File: config.mk
export PLATFORM = sky130hd
export DESIGN_NAME = rbd_ctrl
export DESIGN_NICKNAME = d
export VERILOG_FILES = /design/src/rtl/rbd_pkg.sv /design/src/rtl/rbd_ctrl.sv
export SDC_FILE = /design/constraint.sdc
export NUM_CORES = 1
export LEC_CHECK = 0
export BUFFER_PORTS_ARGS = -buffer_cell sky130_fd_sc_hd__buf_2
export CAP_MARGIN = 0
export CORE_AREA = 2 2 39 41
export CTS_CLUSTER_DIAMETER = 40
export DETAILED_ROUTE_END_ITERATION = 8
export DIE_AREA = 0 0 41 43
export PLACE_DENSITY = 0.3
export SKIP_CTS_REPAIR_TIMING = 1
export SLEW_MARGIN = 25
export SYNTH_ARGS = -nofsm -noshare
export SYNTH_HDL_FRONTEND = slang
export SYNTH_SLANG_ARGS = --single-unit
File: constraint.sdc
create_clock -name clk -period 0.9 [get_ports clk]
set_input_delay 0.09 -clock clk [delete_from_list [all_inputs] [get_ports clk]]
set_output_delay 0.09 -clock clk [all_outputs]
set_load 0.005 [all_outputs]
File: src/rtl/rbd_pkg.sv
// ----------------------------------------------------------------------------
// rbd_pkg : shared types and codes for the ring buffer deque
// Operation codes, result status codes and controller/datapath bundles.
// ----------------------------------------------------------------------------
`default_nettype none

package rbd_pkg;

  localparam int DATA_W = 32;
  localparam int FUNC_W = 3;
  localparam int STAT_W = 2;

  typedef enum logic [FUNC_W-1:0] {
    FN_PUSH_FRONT = 3'd0,
    FN_PUSH_BACK  = 3'd1,
    FN_POP_FRONT  = 3'd2,
    FN_POP_BACK   = 3'd3,
    FN_PEEK_FRONT = 3'd4,
    FN_PEEK_BACK  = 3'd5,
    FN_EMPTY      = 3'd6,
    FN_SIZE       = 3'd7
  } func_t;

  typedef enum logic [STAT_W-1:0] {
    ST_OK         = 2'd0,
    ST_READ_EMPTY = 2'd1,
    ST_PUSH_FULL  = 2'd2,
    ST_RSVD       = 2'd3
  } status_t;

  // controller -> datapath
  typedef struct packed {
    logic exec;     // request accepted: run the operation
    logic load_rd;  // store read data is valid: capture it
  } cmd_t;

  // datapath -> controller
  typedef struct packed {
    logic need_read; // operation reads the store
  } sts_t;

endpackage

`default_nettype wire

File: src/rtl/rbd_ctrl.sv
// ----------------------------------------------------------------------------
// rbd_ctrl : deque controller
// Sequences one request at a time: accept, optional store read, result.
// ----------------------------------------------------------------------------
`default_nettype none

module rbd_ctrl (
  input  wire logic          clk,
  input  wire logic          rst_n,
  input  wire logic          in_tvalid,
  output logic               in_tready,
  output logic               out_tvalid,
  input  wire logic          out_tready,
  output rbd_pkg::cmd_t      cmd,
  input  wire rbd_pkg::sts_t sts
);

  import rbd_pkg::*;

  typedef enum logic [2:0] {
    S_IDLE = 3'b001,
    S_READ = 3'b010,
    S_OUT  = 3'b100
  } state_t;

  state_t state_r, state_nxt;

  assign in_tready   = (state_r == S_IDLE);
  assign out_tvalid  = (state_r == S_OUT);
  assign cmd.exec    = in_tvalid && in_tready;
  assign cmd.load_rd = (state_r == S_READ);

  always_comb begin
    state_nxt = state_r;
    unique case (state_r)
      S_IDLE: begin
        if (in_tvalid) begin
          state_nxt = sts.need_read ? S_READ : S_OUT;
        end
      end
      S_READ: begin
        state_nxt = S_OUT;
      end
      S_OUT: begin
        if (out_tready) begin
          state_nxt = S_IDLE;
        end
      end
      default: begin
        state_nxt = S_IDLE;
      end
    endcase
  end

  always_ff @(posedge clk) begin
    if (!rst_n) begin
      state_r <= S_IDLE;
    end else begin
      state_r <= state_nxt;
    end
  end

endmodule

`default_nettype wire

==> run summary <==
Slowest stage delay, CP = 0.32 ns
Global route total overflow = 0
Number of synthesized register bits = 3
Hold crit path type = in2reg
Syn-to-layout area delta = 81.5%
Worst Tran Pin Value = 0.181 ns
Failing checks = setup timing
Inserted Clock Buffers = 3
Syn Std Cell Area = 149 sq um
Count of different cell masters after synthesis = 12
Dpl cells = 40
Crit path DAT = 0.99 ns
Fin. Hold Viols = 0
Worst setup EP type = output port
Power Density = 1690 nW/um^2
DRC Markers = 0
Die area = 1760 sq um
Core area = 1380 sq um
Global Route Usage Sum = 6.31%
Number of flip-flops in the largest register = 3
Max-cap violation count = 0
Die Wd = 41 microns
Rows = 14
Vias = 155
Reg-to-Reg End = state_r[1]$_SDFFE_PN0P_
DR vias/cell = 3.44
Critical Path RT = 0.81 ns
Final core occ = 19.5%
Fmax = 922 MHz
Reg2reg start = state_r[2]$_SDFFE_PN0P_
Slowest-stage cell, CP = dfxtp_2
Max VDD drop = 0.669 mV
Critical Path, Cell by Cell = and4bb_2 -> buf_2
Clk slew on worst S/H paths = 0.04 ns
Finished Cell Area = 270 sq um
Final worst-path setup slack = -0.184 ns
Biggest register = state_r
RSZ-0062 raised after global routing = yes
Max H-tree Level = 1
Largest net degree at the start of global routing = 5
# diodes = 0
GPL Wtd Cong = 0.545
Syn Area/Cell = 10.6 sq um
CP Buf/Inv Count = 1
Post-Route WL = 385 microns
Fin crit period = 1.08 ns
Routed WL per cell = 8.56 microns
CTS Sinks = 3
Clock tree buffer depth = 2
Hold WS = 0.0482 ns
Initial antenna violation count = 0
Layout Nets = 35
Vias in the first global route = 165
DP Area = 226 sq um
Worst Skew = 0.00209 ns
Max-slew headroom = 87.9%
Pre-antenna DRT Iters = 2
Final setup viols = 7
Hold Crit Start = rst_n
Status = finished with violations
Layout cells sized above 1 = 75.9%
Final Non-Filler Cells = 45
Reg2Reg Depth = 3
Biggest regs = state_r (3)
Initial Util = 10.8%
Clock Root Buffer = clkbuf_4
Lkg Pwr = 0.127 nW
First-pass GRT wire length = 676 microns
Crit-path leading delay family = flip-flops
Max-slew violation count = 0
Num ports = 9
R2R Setup Slk = -0.14 ns
Crit start category = flop
Height of the die = 43 microns
Clk Latency, worst-skew pair = 0.23 ns
DR iter-0 viols = 1
Hold endpoint = state_r[0]$_SDFFE_PN1P_
Mapped Cells = 14
IO buf count = 8
Crit path max fanout = 3
DRT antenna net count = 0
Hold path depth = 2
Syn nets = 19
CTS tree = built
Total Power = 0.458 mW
Period utilization = 120%
Yosys warns = 0
Sequential element share of the synthesized area = 40.3%
Layout fillers = 155
Worst setup path class = reg2out
==> metal layers <==
metal  vias up  share of wire, %  GRT usage [%]
met1        67                46           6.39
li1         79                 -              -
met2         9                40           7.81
met5         -                 0              0
met4         0                 0           8.00
met3         0                14           3.14
==> placed cells by master, fill, tap and decap left out, drive strengths merged <==
| master | n |
|---|---|
| inv | 1 |
| nor2 | 1 |
| nor2b | 1 |
| o21a | 1 |
| o21ai | 1 |
| nor3b | 2 |
| and4bb | 1 |
| buf | 11 |
| o2bb2ai | 1 |
| and3 | 1 |
| dfxtp | 3 |
| nand2b | 1 |
| clkbuf | 4 |
==> stage by stage <==
stage               setup slack, ns  setup TNS (ns)
floorplan                   -0.0673         -0.0683
global placement            -0.0657         -0.0667
detailed placement          -0.0702         -0.0993
CTS                          -0.245          -0.828
global route                 -0.251           -1.23
finish                       -0.184          -0.793
==> cell type report <==
| class | instances | area (sq um) | area share, % |
|---|---|---|---|
| Inverter | 1 | 3.75 | 1.39 |
| Multi-Input combinational cell | 10 | 90.1 | 33.3 |
| Clock buffer | 4 | 26.3 | 9.72 |
| Sequential cell | 3 | 63.8 | 23.6 |
| Timing Repair Buffer | 11 | 66.3 | 24.5 |
| Tap cell | 16 | 20.0 | 7.41 |
==> synth_stat cells <==
master     count  area (sq um)
o2bb2ai_1      1          8.76
nand2b_1       1          6.26
and4bb_2       1          12.5
o21ai_0        1          5.00
and3_2         1          7.51
nor3b_2        1          12.5
dfxtp_1        3          60.1
nor2b_4        1          13.8
nor2_1         1          3.75
nor3b_1        1          7.51
inv_1          1          3.75
o21a_1         1          7.51
==> cell families (layout without fill, tap and decap cells) <==
family	count (synthesis)	after routing	synth area share, %
AOI/OAI and AO/OA	3	3	14.3
DFF	3	3	40.3
and+or+nand+nor	7	7	42.9
buffers and inverters	1	16	2.52
==> where the power goes <==
group	internal, mW	total, mW	switching [mW]
registers	0.143	0.150	0.00687
logic	0.0467	0.0722	0.0256
clock network	0.166	0.235	0.0691
total	0.356	0.458	0.102
==> worst max path at each step <==
stage                                  startpoint                 endpoint  slack, ns  depth (start not counted)
after detailed placement  state_r[0]$_SDFFE_PN1P_  state_r[2]$_SDFFE_PN0P_      -0.07                          3
after global routing      state_r[1]$_SDFFE_PN0P_                in_tready      -0.25                          3
after floorplan           state_r[2]$_SDFFE_PN0P_  state_r[2]$_SDFFE_PN0P_      -0.07                          3
final                     state_r[2]$_SDFFE_PN0P_                   cmd[1]      -0.18                          2
after CTS                 state_r[2]$_SDFFE_PN0P_                in_tready      -0.25                          3
after global placement    state_r[2]$_SDFFE_PN0P_  state_r[2]$_SDFFE_PN0P_      -0.07                          3
Note: power is estimated with default switching activity, not from simulation.
